--- config.mk ---
export PLATFORM = sky130hd
export DESIGN_NAME = key_debounce_press_classifier
export DESIGN_NICKNAME = d
export VERILOG_FILES = /design/src/rtl/kdpc_pkg.sv /design/src/rtl/kdpc_cfg_regs.sv /design/src/rtl/kdpc_core.sv /design/src/rtl/key_debounce_press_classifier.sv
export SDC_FILE = /design/constraint.sdc
export NUM_CORES = 1
export LEC_CHECK = 0
export ABC_AREA = 1
export BUFFER_PORTS_ARGS = -buffer_cell sky130_fd_sc_hd__buf_2
export CAP_MARGIN = 20
export CELL_PAD_IN_SITES_DETAIL_PLACEMENT = 0
export CELL_PAD_IN_SITES_GLOBAL_PLACEMENT = 1
export CORE_ASPECT_RATIO = 1.2
export CORE_UTILIZATION = 46
export CTS_BUF_LIST = sky130_fd_sc_hd__clkbuf_16
export DETAILED_ROUTE_END_ITERATION = 12
export PLACE_DENSITY_LB_ADDON = 0.1
export SLEW_MARGIN = 25
export SYNTH_ARGS = -nofsm -noshare
export SYNTH_HDL_FRONTEND = slang
export SYNTH_SLANG_ARGS = --single-unit
--- constraint.sdc ---
create_clock -name clk -period 3.5 [get_ports clk]
set_input_delay 0.7 -clock clk [delete_from_list [all_inputs] [get_ports clk]]
set_output_delay 0.7 -clock clk [all_outputs]
set_load 0.005 [all_outputs]
--- src/rtl/kdpc_pkg.sv ---
// ----------------------------------------------------------------------------
// kdpc_pkg
// Shared types and constants of the key debounce and press classifier.
// ----------------------------------------------------------------------------
package kdpc_pkg;

	localparam int unsigned CFG_IDX_W = 2;
	localparam int unsigned CFG_DATA_W = 16;
	localparam int unsigned CNT_W = 8;
	localparam int unsigned HOLD_W = 16;

	localparam logic [CFG_IDX_W-1:0] REG_DEBOUNCE_LIMIT = 2'd0;
	localparam logic [CFG_IDX_W-1:0] REG_LONG_PRESS_TIME = 2'd1;
	localparam logic [CFG_IDX_W-1:0] REG_SCAN_PERIOD = 2'd2;

	localparam logic [CNT_W-1:0] DEBOUNCE_LIMIT_RST = 8'd3;
	localparam logic [HOLD_W-1:0] LONG_PRESS_TIME_RST = 16'd1000;
	localparam logic [HOLD_W-1:0] SCAN_PERIOD_RST = 16'd10;
	localparam logic [HOLD_W-1:0] HOLD_MAX = 16'hFFFF;

	typedef struct packed {
		logic [CNT_W-1:0]  debounce_limit;
		logic [HOLD_W-1:0] long_press_time;
		logic [HOLD_W-1:0] scan_period;
	} cfg_t;

	typedef struct packed {
		logic stable_level;
		logic long_press;
		logic short_press;
	} res_t;

endpackage

--- src/rtl/kdpc_cfg_regs.sv ---
// ----------------------------------------------------------------------------
// kdpc_cfg_regs
// Configuration register file, written through the configuration channel.
// ----------------------------------------------------------------------------
module kdpc_cfg_regs
	import kdpc_pkg::*;
(
	input  logic                  clk,
	input  logic                  arst_n,
	input  logic                  wr_en,
	input  logic [CFG_IDX_W-1:0]  wr_index,
	input  logic [CFG_DATA_W-1:0] wr_data,
	output cfg_t                  cfg
);

	cfg_t cfg_q;

	always_ff @(posedge clk or negedge arst_n) begin
		if (!arst_n) begin
			cfg_q.debounce_limit  <= DEBOUNCE_LIMIT_RST;
			cfg_q.long_press_time <= LONG_PRESS_TIME_RST;
			cfg_q.scan_period     <= SCAN_PERIOD_RST;
		end else if (wr_en) begin
			unique case (wr_index)
				REG_DEBOUNCE_LIMIT:  cfg_q.debounce_limit  <= wr_data[CNT_W-1:0];
				REG_LONG_PRESS_TIME: cfg_q.long_press_time <= wr_data[HOLD_W-1:0];
				REG_SCAN_PERIOD:     cfg_q.scan_period     <= wr_data[HOLD_W-1:0];
				default: begin
				end
			endcase
		end
	end

	assign cfg = cfg_q;

endmodule

--- src/rtl/kdpc_core.sv ---
// ----------------------------------------------------------------------------
// kdpc_core
// Debounce and press classification state, updated once per processed scan.
// ----------------------------------------------------------------------------
module kdpc_core
	import kdpc_pkg::*;
(
	input  logic clk,
	input  logic arst_n,
	input  logic step,
	input  logic key_level,
	input  cfg_t cfg,
	output res_t res
);

	logic              prev_q;
	logic [CNT_W-1:0]  count_q;
	logic              stable_q;
	logic [HOLD_W-1:0] hold_q;
	logic              fired_q;

	logic              prev_d;
	logic [CNT_W-1:0]  count_d;
	logic              stable_d;
	logic [HOLD_W-1:0] hold_d;
	logic              fired_d;
	logic [HOLD_W:0]   grown;
	logic [HOLD_W-1:0] grown_sat;
	logic              short_p;
	logic              long_p;

	always_comb begin
		prev_d    = prev_q;
		count_d   = count_q;
		stable_d  = stable_q;
		hold_d    = hold_q;
		fired_d   = fired_q;
		short_p   = 1'b0;
		long_p    = 1'b0;
		grown     = {1'b0, hold_q} + {1'b0, cfg.scan_period};
		grown_sat = grown[HOLD_W] ? HOLD_MAX : grown[HOLD_W-1:0];
		if (key_level != prev_q) begin
			count_d = '0;
			prev_d  = key_level;
		end else if (count_q < cfg.debounce_limit) begin
			count_d = count_q + 1'b1;
		end else if (stable_q != key_level) begin
			stable_d = key_level;
			if (key_level) begin
				hold_d  = '0;
				fired_d = 1'b0;
			end else if (!fired_q) begin
				short_p = 1'b1;
			end
		end else if (stable_q && (hold_q < cfg.long_press_time)) begin
			hold_d = grown_sat;
			if ((grown_sat >= cfg.long_press_time) && !fired_q) begin
				fired_d = 1'b1;
				long_p  = 1'b1;
			end
		end
	end

	always_ff @(posedge clk or negedge arst_n) begin
		if (!arst_n) begin
			prev_q   <= 1'b0;
			count_q  <= '0;
			stable_q <= 1'b0;
			hold_q   <= '0;
			fired_q  <= 1'b0;
		end else if (step) begin
			prev_q   <= prev_d;
			count_q  <= count_d;
			stable_q <= stable_d;
			hold_q   <= hold_d;
			fired_q  <= fired_d;
		end
	end

	assign res.short_press  = short_p;
	assign res.long_press   = long_p;
	assign res.stable_level = stable_d;

	a_pulses_exclusive: assert property (@(posedge clk) disable iff (!arst_n)
		step && res.short_press |-> !res.long_press)
		else $error("short and long press fired together");

	a_short_on_release: assert property (@(posedge clk) disable iff (!arst_n)
		step && res.short_press |-> stable_q && !res.stable_level)
		else $error("short press without a debounced release");

	a_long_marks_fired: assert property (@(posedge clk) disable iff (!arst_n)
		step && res.long_press |=> fired_q && stable_q)
		else $error("long press did not set the fired flag");

	a_long_once: assert property (@(posedge clk) disable iff (!arst_n)
		step && fired_q && stable_q |-> !res.long_press)
		else $error("second long press in one hold");

endmodule

--- src/rtl/key_debounce_press_classifier.sv ---
// ----------------------------------------------------------------------------
// key_debounce_press_classifier
// Key debounce with short and long press detection, one scan per beat.
// ----------------------------------------------------------------------------
// A taken input beat waits in the input register, and its result is offered from the result register.
// Throughput: one beat per cycle; the input register and the result register
// advance together whenever the result register is empty or being drained.
// Reset: arst_n clears all debounce state and both stage valids, and loads
// the register defaults (limit 3, long press time 1000, scan period 10).
module key_debounce_press_classifier
	import kdpc_pkg::*;
(
	input  logic                  clk,
	input  logic                  arst_n,
	input  logic                  s_tvalid,
	output logic                  s_tready,
	input  logic [7:0]            s_tdata,   // [0] key_level
	output logic                  m_tvalid,
	input  logic                  m_tready,
	output logic [7:0]            m_tdata,   // [0] short_press, [1] long_press, [2] stable_level
	input  logic                  cfg_valid,
	output logic                  cfg_ready,
	input  logic [CFG_IDX_W-1:0]  cfg_index,
	input  logic [CFG_DATA_W-1:0] cfg_data
);

	cfg_t cfg;
	res_t res;
	logic valid_s1;
	logic key_s1;
	logic valid_s2;
	res_t res_s2;
	logic advance;

	assign cfg_ready = 1'b1;
	assign advance   = !valid_s2 || m_tready;
	assign s_tready  = !valid_s1 || advance;

	kdpc_cfg_regs u_cfg (
		.clk      (clk),
		.arst_n   (arst_n),
		.wr_en    (cfg_valid),
		.wr_index (cfg_index),
		.wr_data  (cfg_data),
		.cfg      (cfg)
	);

	kdpc_core u_core (
		.clk       (clk),
		.arst_n    (arst_n),
		.step      (valid_s1 && advance),
		.key_level (key_s1),
		.cfg       (cfg),
		.res       (res)
	);

	always_ff @(posedge clk or negedge arst_n) begin
		if (!arst_n) begin
			valid_s1 <= 1'b0;
			valid_s2 <= 1'b0;
		end else begin
			if (s_tready) begin
				valid_s1 <= s_tvalid;
			end
			if (advance) begin
				valid_s2 <= valid_s1;
			end
		end
	end

	always_ff @(posedge clk) begin
		if (s_tready && s_tvalid) begin
			key_s1 <= s_tdata[0];
		end
		if (advance && valid_s1) begin
			res_s2 <= res;
		end
	end

	assign m_tvalid = valid_s2;
	assign m_tdata  = {5'b0, res_s2.stable_level, res_s2.long_press, res_s2.short_press};

endmodule

==> results of run 1 <==
[flip-flops by register name, indices dropped and copies added (netlist names)]
name and flops:
u_cfg.cfg 40, u_core.hold_q 16, u_core.count_q 8, m_tdata 3, key_s1 1, m_tvalid 1, u_core.fired_q 1, u_core.prev_q 1
u_core.stable_q 1, valid_s1 1
[stage by stage]
| stage | power [mW] | util, % |
|---|---|---|
| 6_report | 3.204 | 52.74 |
| 5_1_grt | 3.460 | 52.74 |
| 4_1_cts | 3.241 | 52.69 |
| 3_5_place_dp | 2.172 | 49.45 |
| 3_3_place_gp | 2.133 | 49.45 |
| 2_1_floorplan | 1.901 | - |
[final cells by class]
cell class / count / area, um2 / share of cell area [%]
Timing Repair Buffer: 29 / 147.6 / 2.662
Clock inverter: 7 / 116.4 / 2.098
Clock buffer: 9 / 225.2 / 4.060
Multi-Input combinational cell: 443 / 2700 / 48.68
Sequential cell: 73 / 1859 / 33.52
Tap cell: 129 / 161.4 / 2.910
Inverter: 85 / 336.6 / 6.068
[cells in the final DEF, fill, tap and decap left out, types with 2 or more instances in the layout]
cell type,n
nand2_1,160
nand3b_1,3
nand3_4,7
nor2_4,2
nand3_1,21
inv_6,2
nand3_2,2
a21oi_1,30
nor2_1,38
xor2_1,8
clkbuf_16,9
o21a_1,3
nor3_2,2
conb_1,6
buf_2,28
edfxtp_1,4
o21ai_0,49
dfstp_2,10
bufinv_16,3
nor3_1,2
inv_2,4
o21bai_1,6
o21ai_1,9
nand4_1,5
dfrtp_1,59
a21oi_2,2
nand2_2,8
inv_1,79
o21ai_2,2
nand2_4,3
o31ai_1,5
ha_1,57
xnor2_1,2
a21o_1,2
[how the worst min path moves through the flow]
stage	from	end	cells past startpoint
after detailed placement	u_cfg.cfg[39]	u_cfg.cfg[39]	2
after global routing	u_cfg.cfg[31]	u_cfg.cfg[31]	2
final	u_cfg.cfg[37]	u_cfg.cfg[37]	2
after CTS	u_cfg.cfg[39]	u_cfg.cfg[39]	2
after floorplan	arst_n	m_tvalid	0
after global placement	u_cfg.cfg[39]	u_cfg.cfg[39]	2
[power by group through the flow]
stage          clock network [mW]  logic, mW  registers (mW)
6_report                     1.05       1.02            1.13
2_1_floorplan                   0      0.801            1.10
3_5_place_dp                    0       1.03            1.14
3_3_place_gp                    0      0.998            1.13
5_1_grt                      1.11       1.20            1.15
4_1_cts                      1.08       1.04            1.13
[worst max-delay path, stage by stage (launching register included)]
cell	delay (ns)
dfrtp_1	0.41
ha_1	0.23
fa_1	0.38
nand2_1	0.10
nand3_1	0.11
nand2_2	0.09
inv_2	0.04
nand2_2	0.06
nand2_4	0.06
nand3b_4	0.10
nand2_8	0.10
inv_12	0.12
nand3_4	0.08
ha_1	0.30
nand2_1	0.09
nor3_1	0.30
nand3_1	0.12
nand3_1	0.16
nand2_1	0.08
nor3_1	0.12
[Yosys cell counts, types with 3 or more instances]
cell,n
o21a_1,3
a21oi_1,30
inv_2,4
xor2_1,8
nand2_2,8
inv_1,79
nand3_1,22
nand3_4,7
clkbuf_1,7
o31ai_1,5
ha_1,57
o21ai_0,49
nand2_1,160
nor2_1,38
buf_4,7
o21bai_1,6
dfrtp_1,59
dfstp_2,10
o21ai_1,9
edfxtp_1,4
nand2_4,3
nand3b_1,3
nand4_1,5
[per-layer routing]
layer | wire length [um] | up-vias
met3 | 210 | 6
li1 | - | 2034
met2 | 5028 | 35
met1 | 5274 | 1825
met4 | 106 | 0
met5 | 0 | -
[cells by family (layout without fill, tap and decap cells)]
group           after synthesis  after routing
simple gates                260            260
xor+xnor                     10             10
compound gates              109            109
buf+inv                     100            130
flops                        73             73
other cells                   2              6
fa+ha+maj                    58             58
==> out/metrics.cfg, run 1 <==
[status]
outcome = finished, final reports clean

[setup_path]
endpoint_kind = flop
reg2reg_depth = 19
path_class = reg2reg
timing.rr.end = m_tdata[1]
cp.required_ns = 3.67
timing.critical_path.fanout_max = 10
r2r-start = u_core.hold_q[0]
r2r_setup_slack_ns = 0.29
endpoint = m_tdata[1]
crit_arrival_ns = 3.38
startpoint_type = flop
setup.worst_path.start = u_core.hold_q[0]

[yosys]
synth_ff_type = dfrtp_1
yosys.area_share.simple_pct = 25.14
syn_area_um2 = 4966
synth-seq-cells = 73
syn_avg_cell_area_um2 = 8.114
synthDistinctLibCells = 44
synth_top_area_share_pct = 29.73
synth_adder_area_share_pct = 14.76
synth_area_leaders = dfrtp_1 (30%), ha_1 (14%), nand2_1 (12%), inv_1 (6.0%), dfstp_2 (5.3%)
syn_inst = 612
ys_warn_count = 0
synth_seq_area_share_pct = 37.44
synthMuxAreaShare_pct = 0
yosys.area_share.xor_xnor_pct = 1.764
synth-compound-area-share_pct = 12.14
yosysTopAreaCell = dfrtp_1
async_flop_share_pct = 94.52
synth_edf_count = 4
synth_top_family_by_area = simple AND/OR/NAND/NOR gates

[pwr]
power_density_nw_per_um2 = 577.6
p_leak_nw = 2.984
power_frac_clock_pct = 32.9
power_frac_comb_pct = 32.0
switching_share_pct = 34.38
power_switching_mw = 1.101
ir_worst_vdd_uv = 221.7
p_seq_share_pct = 35.2
internal_power_mw = 2.102

[route]
wl_um = 10620
firstDrtPassIters = 4
avgViaCountPerCell = 5.032
drc = 0
drt_iter0_markers = 166
antenna_left = 0
num_vias = 3900
wire_per_inst_um = 13.70

[floorplan]
die_h_um = 115.8
ioPinCount = 42
die_w_um = 96.85
initial_core_util_pct = 47.22
core_um2 = 10520
dieArea_um2 = 11220
rows = 41

[place]
io_buffers = 28
dp.cells = 759
place_area_um2 = 5200
place_ws_ns = 0.2704
gp_congestion = 0.8135
hpwl_um = 8427

[hold_path]
hp-class = reg2reg

[global_route]
grt_use_met1_pct = 27.59
grt_pass1_vias = 3761
grt_max_degree = 70
grtUsageTotal_pct = 20.48
globalRouteMet3Util_pct = 3.076
antenna_found_initial = 0
met2_usage_pct = 34.84
grt.busiest_layer = met2
grt_pass1_wl_um = 18170
grt_overflow = 0

[sta]
setup_viol = 0
rsz0062_at_grt = no
fin_crit_sh_pct = 91.82
whs_ns = 0.4814
finalClockSkew_ns = 0.006180
hold_viol_final = 0
tightest_slew_ns = 0.9989
maxSlewHeadroom_pct = 33.25
setup-tns-final_ns = 0
period_needed_ns = 3.214
finalWorstSetupSlack_ns = 0.2862
maxSlewViolCount = 0
fmax_ghz = 0.3112

[layout]
num_antenna_cells = 0
fin_cells = 775
syn_to_final_growth_pct = 11.69
finalNetCount = 730
drive_above_1_share_pct = 14.24
fillers = 1014
stdcell_area_um2 = 5547

[clock_network]
clock_sinks = 73
clk_pin_slew_worst_paths_ns = 0.06
clock-root-buffer = clkbuf_16
post_cts_resize_count = 0
insertion_delay_ns = 0.33
clk_path_buf_depth = 2
post_cts_buffers = 0
ctsHtreeMaxLevel = 3
cts_hold_buf = 0
tritoncts = done
cts_made_buffers = 9

[flow_run]
maxCapViolCount = 0

No activity file was read; power rests on OpenSTA's default activity.
==> inputs of run 2 (changes only) <==
--- a/config.mk
+++ b/config.mk
@@ -10,12 +10,12 @@
 export CAP_MARGIN = 20
 export CELL_PAD_IN_SITES_DETAIL_PLACEMENT = 0
 export CELL_PAD_IN_SITES_GLOBAL_PLACEMENT = 1
-export CORE_ASPECT_RATIO = 1.2
-export CORE_UTILIZATION = 46
+export CORE_UTILIZATION = 45
 export CTS_BUF_LIST = sky130_fd_sc_hd__clkbuf_16
 export DETAILED_ROUTE_END_ITERATION = 12
 export PLACE_DENSITY_LB_ADDON = 0.1
 export SLEW_MARGIN = 25
 export SYNTH_ARGS = -nofsm -noshare
 export SYNTH_HDL_FRONTEND = slang
+export SYNTH_HIERARCHICAL = 1
 export SYNTH_SLANG_ARGS = --single-unit
==> run 2 against run 1 <==
  * Non-clock buffer count increased by 4
  * Die area grew 11%
  * Sequential share of layout area decreased by 1.6 points
  * Global-route usage is 1.7 points higher
  * The run now ends with DRC left
  * Critical path depth up 1
  * Worst setup slack worse by 0.022 ns
  * Largest cell class unchanged
  * Hold slack worse by 0.33 ns
  * Largest power group is now combinational cells
  * Synthesized cell count up 15%
  * Via count rose by 14%
==> out/metrics.cfg, run 2 <==
[setup_path]
cp_cell_sequence = ha_2 -> fa_2 -> nand3_1 -> nand3_2 -> nand2_1 -> nand2_2 -> nand2_2 -> nand3_2 -> nand2_2 -> inv_1 -> nor2_1 -> inv_1 -> ha_1 -> nand2_1 -> inv_1 -> o21ai_0 -> nand2_1 -> a21oi_1 -> nand3_1 -> nor4b_2
endpoint_kind = flop
crit_arrival_ns = 3.31
cpPeakStageDelay_ns = 0.40
critical-path-slowest-cell = dfrtp_1
path_class = reg2reg
startpoint_type = flop
timing.critical_path.fanout_max = 6
cp.required_ns = 3.58

[yosys]
yosysTopAreaCell = dfrtp_1
syn_area_um2 = 5408
syn_inst = 701
syn_avg_cell_area_um2 = 7.714
synth_area_leaders = dfrtp_1 (27%), nand2_1 (15%), ha_1 (13%), inv_1 (5.7%), dfstp_2 (4.9%)
synth_common_cells = nand2_1 (212), inv_1 (82), dfrtp_1 (59)
synth_top_area_share_pct = 27.30
async_flop_share_pct = 94.52
synth-seq-cells = 73
synth_ff_type = dfrtp_1
synth.most_common_cell = nand2_1
synth_seq_area_share_pct = 34.38
ys_warn_count = 6
synth_edf_count = 4
synthDistinctLibCells = 37

[clock_network]
post_cts_resize_count = 0
clock_sinks = 73
clk_pin_slew_worst_paths_ns = 0.05
cts_hold_buf = 0
clk_path_buf_depth = 2
ctsHtreeMaxLevel = 3
post_cts_buffers = 0
cts_made_buffers = 9
insertion_delay_ns = 0.33
tritoncts = done
clock-root-buffer = clkbuf_16

[place]
gp_congestion = 0.8292
dp.cells = 854
io_buffers = 28
hpwl_um = 9988

[sta]
setup_viol = 0
maxSlewViolCount = 0
hold_viol_final = 0
finalClockSkew_ns = 0.005856
period_needed_ns = 3.236
rsz0062_at_grt = no
maxSlewHeadroom_pct = 48.45
fmax_ghz = 0.3090
fin_crit_sh_pct = 92.46
setup-tns-final_ns = 0
tightest_slew_ns = 0.7733

[global_route]
grt_max_degree = 44
grt_pass1_wl_um = 21780
antenna_found_initial = 0
grtUsageTotal_pct = 22.19
grt_pass1_vias = 4388
grt_overflow = 0

[floorplan]
die_w_um = 111.6
core_um2 = 11560
rows = 39
dieArea_um2 = 12460
initial_core_util_pct = 46.76
ioPinCount = 42
die_h_um = 111.6

[pwr]
power_density_nw_per_um2 = 595.9
total_power_mw = 3.472
power_frac_comb_pct = 43.1
ir_worst_vdd_uv = 334.2
switching_share_pct = 40.94
p_seq_share_pct = 33.9
p_leak_nw = 3.173
internal_power_mw = 2.050
power_frac_clock_pct = 23.0
power_switching_mw = 1.422

[layout]
fin_cells = 870
layout_commonest_cell = nand2_1
drive_above_1_share_pct = 14.86
utilization_pct = 50.38
num_antenna_cells = 0
final_cell_mix = nand2_1 (212), inv_1 (85), dfrtp_1 (59)
syn_to_final_growth_pct = 7.751
largest_reg_flops = 40
finalNetCount = 810

[route]
wire_per_inst_um = 14.53
num_vias = 4453
firstDrtPassIters = 9
antenna_left = 0
avgViaCountPerCell = 5.118
drc = 2
drt_iter0_markers = 195
wl_um = 12640

[status]
violations = DRC
outcome = finished, violations left

[hold_path]
hp-class = in2async

[flow_run]
maxCapViolCount = 0

-- run 2: changes by cell type in the layout (fill, tap and decap cells not counted), moves of 4 or more --
cell     change
nand3_4      -4
o21ai_0     -32
nand2_1     +52
nand3_1     +12
nand4_1     +32
nand3_2      +6
inv_1        +6
nand2_2     +20
buf_4        +4
-- run 2: final timing paths --
path | startpoint | endpoint | slack, ns | cells after the start
min reg2reg | u_cfg/cfg[21] | u_cfg/cfg[21] | 0.46 | 2
min in group clk | u_cfg/cfg[21] | u_cfg/cfg[21] | 0.46 | 2
min | arst_n | u_cfg/cfg[18] | 0.15 | 1
max in group asynchronous | arst_n | u_core/hold_q[12] | 2.63 | 2
max | u_core/hold_q[0] | m_tdata[1] | 0.26 | 20
max reg2reg | u_core/hold_q[0] | m_tdata[1] | 0.26 | 20
-- run 2: worst max-delay path, delay by kind of cell (launching register included) --
kind | cells | cell delay (ns)
flops | 1 | 0.40
fa+ha+maj | 3 | 0.87
compound gates | 2 | 0.26
buf+inv | 3 | 0.18
simple gates | 12 | 1.27
-- run 2: area by class of cell --
type | instances | area [um2]
Clock buffer | 9 | 225.2
Clock inverter | 7 | 31.28
Fill cell | 1178 | 5738
Inverter | 85 | 329.1
Multi-Input combinational cell | 520 | 3025
Sequential cell | 73 | 1859
Tap cell | 143 | 178.9
Timing Repair Buffer | 33 | 177.7
-- run 2: power by group through the flow --
stage               Sequential, mW  Clock, mW  Combinational, mW
floorplan                     1.13          0               1.16
global placement              1.19          0               1.45
detailed placement            1.19          0               1.47
CTS                           1.18      0.834               1.49
global route                  1.20      0.860               1.74
finish                        1.18      0.799               1.50
-- run 2: per-layer routing --
metal | up-vias | share of wire (%) | track usage [%]
met2 | 69 | 45 | 34.78
met4 | 0 | 1.2 | 6.577
met1 | 2050 | 52 | 31.95
met3 | 12 | 2.8 | 2.831
li1 | 2322 | - | -
met5 | - | 0 | 0
-- run 2: through the flow --
step	area (um2)	hold slack (ns)	setup WS, ns
global route	5827	0.1433	0.01428
global placement	5552	0.4529	0.1153
CTS	5808	0.1371	0.07988
floorplan	5423	0.4044	0.4652
detailed placement	5552	0.4554	0.1250
finish	5827	0.1514	0.2640
-- run 2: cell families (layout without fill, tap and decap cells) --
logic type	Yosys count	after routing	synth area share, %
AND/OR/NAND/NOR	377	377	33.16
buffers and inverters	112	134	10.30
flip-flops	73	73	34.38
AO/OA/AOI/OAI	68	68	6.756
adder cells (fa/ha/maj)	57	57	13.33
XOR/XNOR	12	12	1.944
other	2	6	0.1389
==> inputs of run 3 (changes only) <==
--- a/config.mk
+++ b/config.mk
@@ -12,6 +12,7 @@
 export CELL_PAD_IN_SITES_GLOBAL_PLACEMENT = 1
 export CORE_UTILIZATION = 45
 export CTS_BUF_LIST = sky130_fd_sc_hd__clkbuf_16
+export CTS_CLUSTER_SIZE = 25
 export DETAILED_ROUTE_END_ITERATION = 12
 export PLACE_DENSITY_LB_ADDON = 0.1
 export SLEW_MARGIN = 25
==> constraint.sdc (replaced) <==
create_clock -name clk -period 3.5 [get_ports clk]
set_input_delay 0 -clock clk [delete_from_list [all_inputs] [get_ports clk]]
set_output_delay 0 -clock clk [all_outputs]
set_load 0.005 [all_outputs]
==> run 3 against run 2 <==
  * The run still ends with DRC left
  * Cell area increased by 4.5%
  * Combinational power increased by 3%
  * Via count grew 3.0%
  * Worst setup slack got worse by 0.067 ns
  * Clock-buffer cell count is the same
  * Largest cell class unchanged
  * Largest power group unchanged
  * Clock power grew 15%
  * Clock skew up 0.0013 ns
==> out/metrics.cfg, run 3 (same netlist as run 2, synthesis figures left out) <==
[status]
outcome = finished, violations left
violations = DRC

[layout]
largest_reg_flops = 40
final_cell_mix = nand2_1 (212), inv_1 (83), dfrtp_1 (59)
drive_above_1_share_pct = 15.53
layout_commonest_cell = nand2_1
seqCellArea_um2 = 1859
fin_cells = 890
fillers = 1180
utilization_pct = 52.66
finalNetCount = 830
num_antenna_cells = 0
multiInputGateArea_um2 = 3048
syn_to_final_growth_pct = 12.61

[place]
io_buffers = 28
hpwl_um = 10100
dp.cells = 852
gp_congestion = 0.8598
place_ws_ns = 0.1055

[floorplan]
die_h_um = 111.6
initial_core_util_pct = 46.76
dieArea_um2 = 12460
rows = 39
ioPinCount = 42
core_um2 = 11560
die_w_um = 111.6

[setup_path]
startpoint_type = flop
cp_cell_sequence = ha_2 -> fa_2 -> nand3_1 -> nand3_2 -> nand2_1 -> nand2_2 -> nand2_2 -> nand3_2 -> nand2_4 -> clkinvlp_4 -> nor2_4 -> inv_1 -> ha_1 -> nand2_1 -> inv_1 -> o21ai_0 -> nand2_1 -> a21oi_1 -> nand3_1 -> nor4b_2
timing.rr.end = m_tdata[1]
timing.critical_path.fanout_max = 6
cpPeakStageDelay_ns = 0.40
critPathMostFrequentCell = nand2_1
endpoint_kind = flop
reg2reg_depth = 20
critical-path-slowest-cell = dfrtp_1
r2r_setup_slack_ns = 0.20
cp.required_ns = 3.60
path_class = reg2reg
r2r-start = u_cfg/cfg[0]
crit_arrival_ns = 3.40

[sta]
hold_viol_final = 0
setup_viol = 0
tightest_slew_ns = 0.7897
whs_ns = 0.1393
period_needed_ns = 3.303
maxSlewViolCount = 0
maxSlewHeadroom_pct = 47.35
finalClockSkew_ns = 0.007204
fmax_ghz = 0.3027
fin_crit_sh_pct = 94.38
finalWorstSetupSlack_ns = 0.1966

[route]
avgViaCountPerCell = 5.154
antenna_left = 0
drt_iter0_markers = 229
drc = 2
firstDrtPassIters = 8
num_vias = 4587
wl_um = 13190
wire_per_inst_um = 14.82

[clock_network]
cts_made_buffers = 9
ctsHtreeMaxLevel = 3
clock_sinks = 73
clk_pin_slew_worst_paths_ns = 0.06
insertion_delay_ns = 0.34
clk_path_buf_depth = 2
clock-root-buffer = clkbuf_16
tritoncts = done

[global_route]
globalRouteMet3Util_pct = 4.300
met2_usage_pct = 36.15
grt_use_met1_pct = 32.00
grt_max_degree = 49
grt_pass1_wl_um = 22200
antenna_found_initial = 0
grt_overflow = 0
grt.busiest_layer = met2
grtUsageTotal_pct = 22.83
grt_pass1_vias = 4486

[pwr]
total_power_mw = 3.648
ir_worst_vdd_uv = 374.8
p_leak_nw = 3.281
power_density_nw_per_um2 = 599.1

[hold_path]
hold_end = u_cfg/cfg[19]
hold_depth = 3
hp-class = in2reg
min_from = cfg_index[0]

[flow_run]
maxCapViolCount = 0

==> run 3: changes by cell type in the layout (fill, tap and decap cells not counted), sizes merged <==
cell and delta:
bufinv +1, dlygate4sd3 +21, inv -2, buf -1
clkinv +1
==> run 3: metrics by stage <==
stage	instance area, um2	TNS (ns)
floorplan	5423	0
detailed placement	5537	0
finish	6090	0
global route	6090	-0.1359
CTS	6037	0
global placement	5537	0
==> run 3: layout make-up <==
class	count	area share (%)
multi-input cells	520	50.05
repair buffers	53	6.246
inverters	85	5.465
clock buffers	9	3.698
clock inverters	7	1.068
flip-flops and latches	73	30.53
well taps	143	2.938
==> run 3: power by group <==
group	leakage, nW	switching (mW)	total [mW]	internal (mW)
Combinational	2.23	0.966	1.55	0.588
Sequential	0.902	0.155	1.18	1.02
Clock	0.152	0.370	0.916	0.547
Total	3.28	1.49	3.65	2.16
==> run 3: worst max path at each step <==
stage	from	endpoint	slack (ns)	depth (start not counted)
after floorplan	u_cfg/cfg[0]	m_tdata[1]	0.47	21
after detailed placement	u_cfg/cfg[0]	m_tdata[1]	0.11	20
after global routing	u_core/hold_q[0]	m_tdata[1]	-0.11	20
final	u_cfg/cfg[0]	m_tdata[1]	0.20	20
after CTS	u_cfg/cfg[0]	m_tdata[1]	0.06	20
after global placement	u_cfg/cfg[0]	m_tdata[1]	0.19	20
==> run 3: repair_timing <==
item                       in CTS  in global routing
buffers inserted                0                  1
hold buffers                   21                  0
setup endpoints to repair       0                  2
resized for setup               0                 13
hold endpoints to repair       65                  0
==> run 3: routing by layer <==
| layer | share of wire, % | vias up | wire length, um |
|---|---|---|---|
| li1 | - | 2358 | - |
| met1 | 50 | 2139 | 6596 |
| met2 | 46 | 79 | 6004 |
| met3 | 3.4 | 11 | 443 |
| met4 | 1.1 | 0 | 148 |
| met5 | 0 | - | 0 |
==> run 3: worst max-delay path, delay by kind of cell, from the launching register on <==
family | cells | cell delay (ns)
and+or+nand+nor | 12 | 1.25
DFF | 1 | 0.40
buffers and inverters | 3 | 0.26
AOI/OAI and AO/OA | 2 | 0.26
adders and majority gates | 3 | 0.89
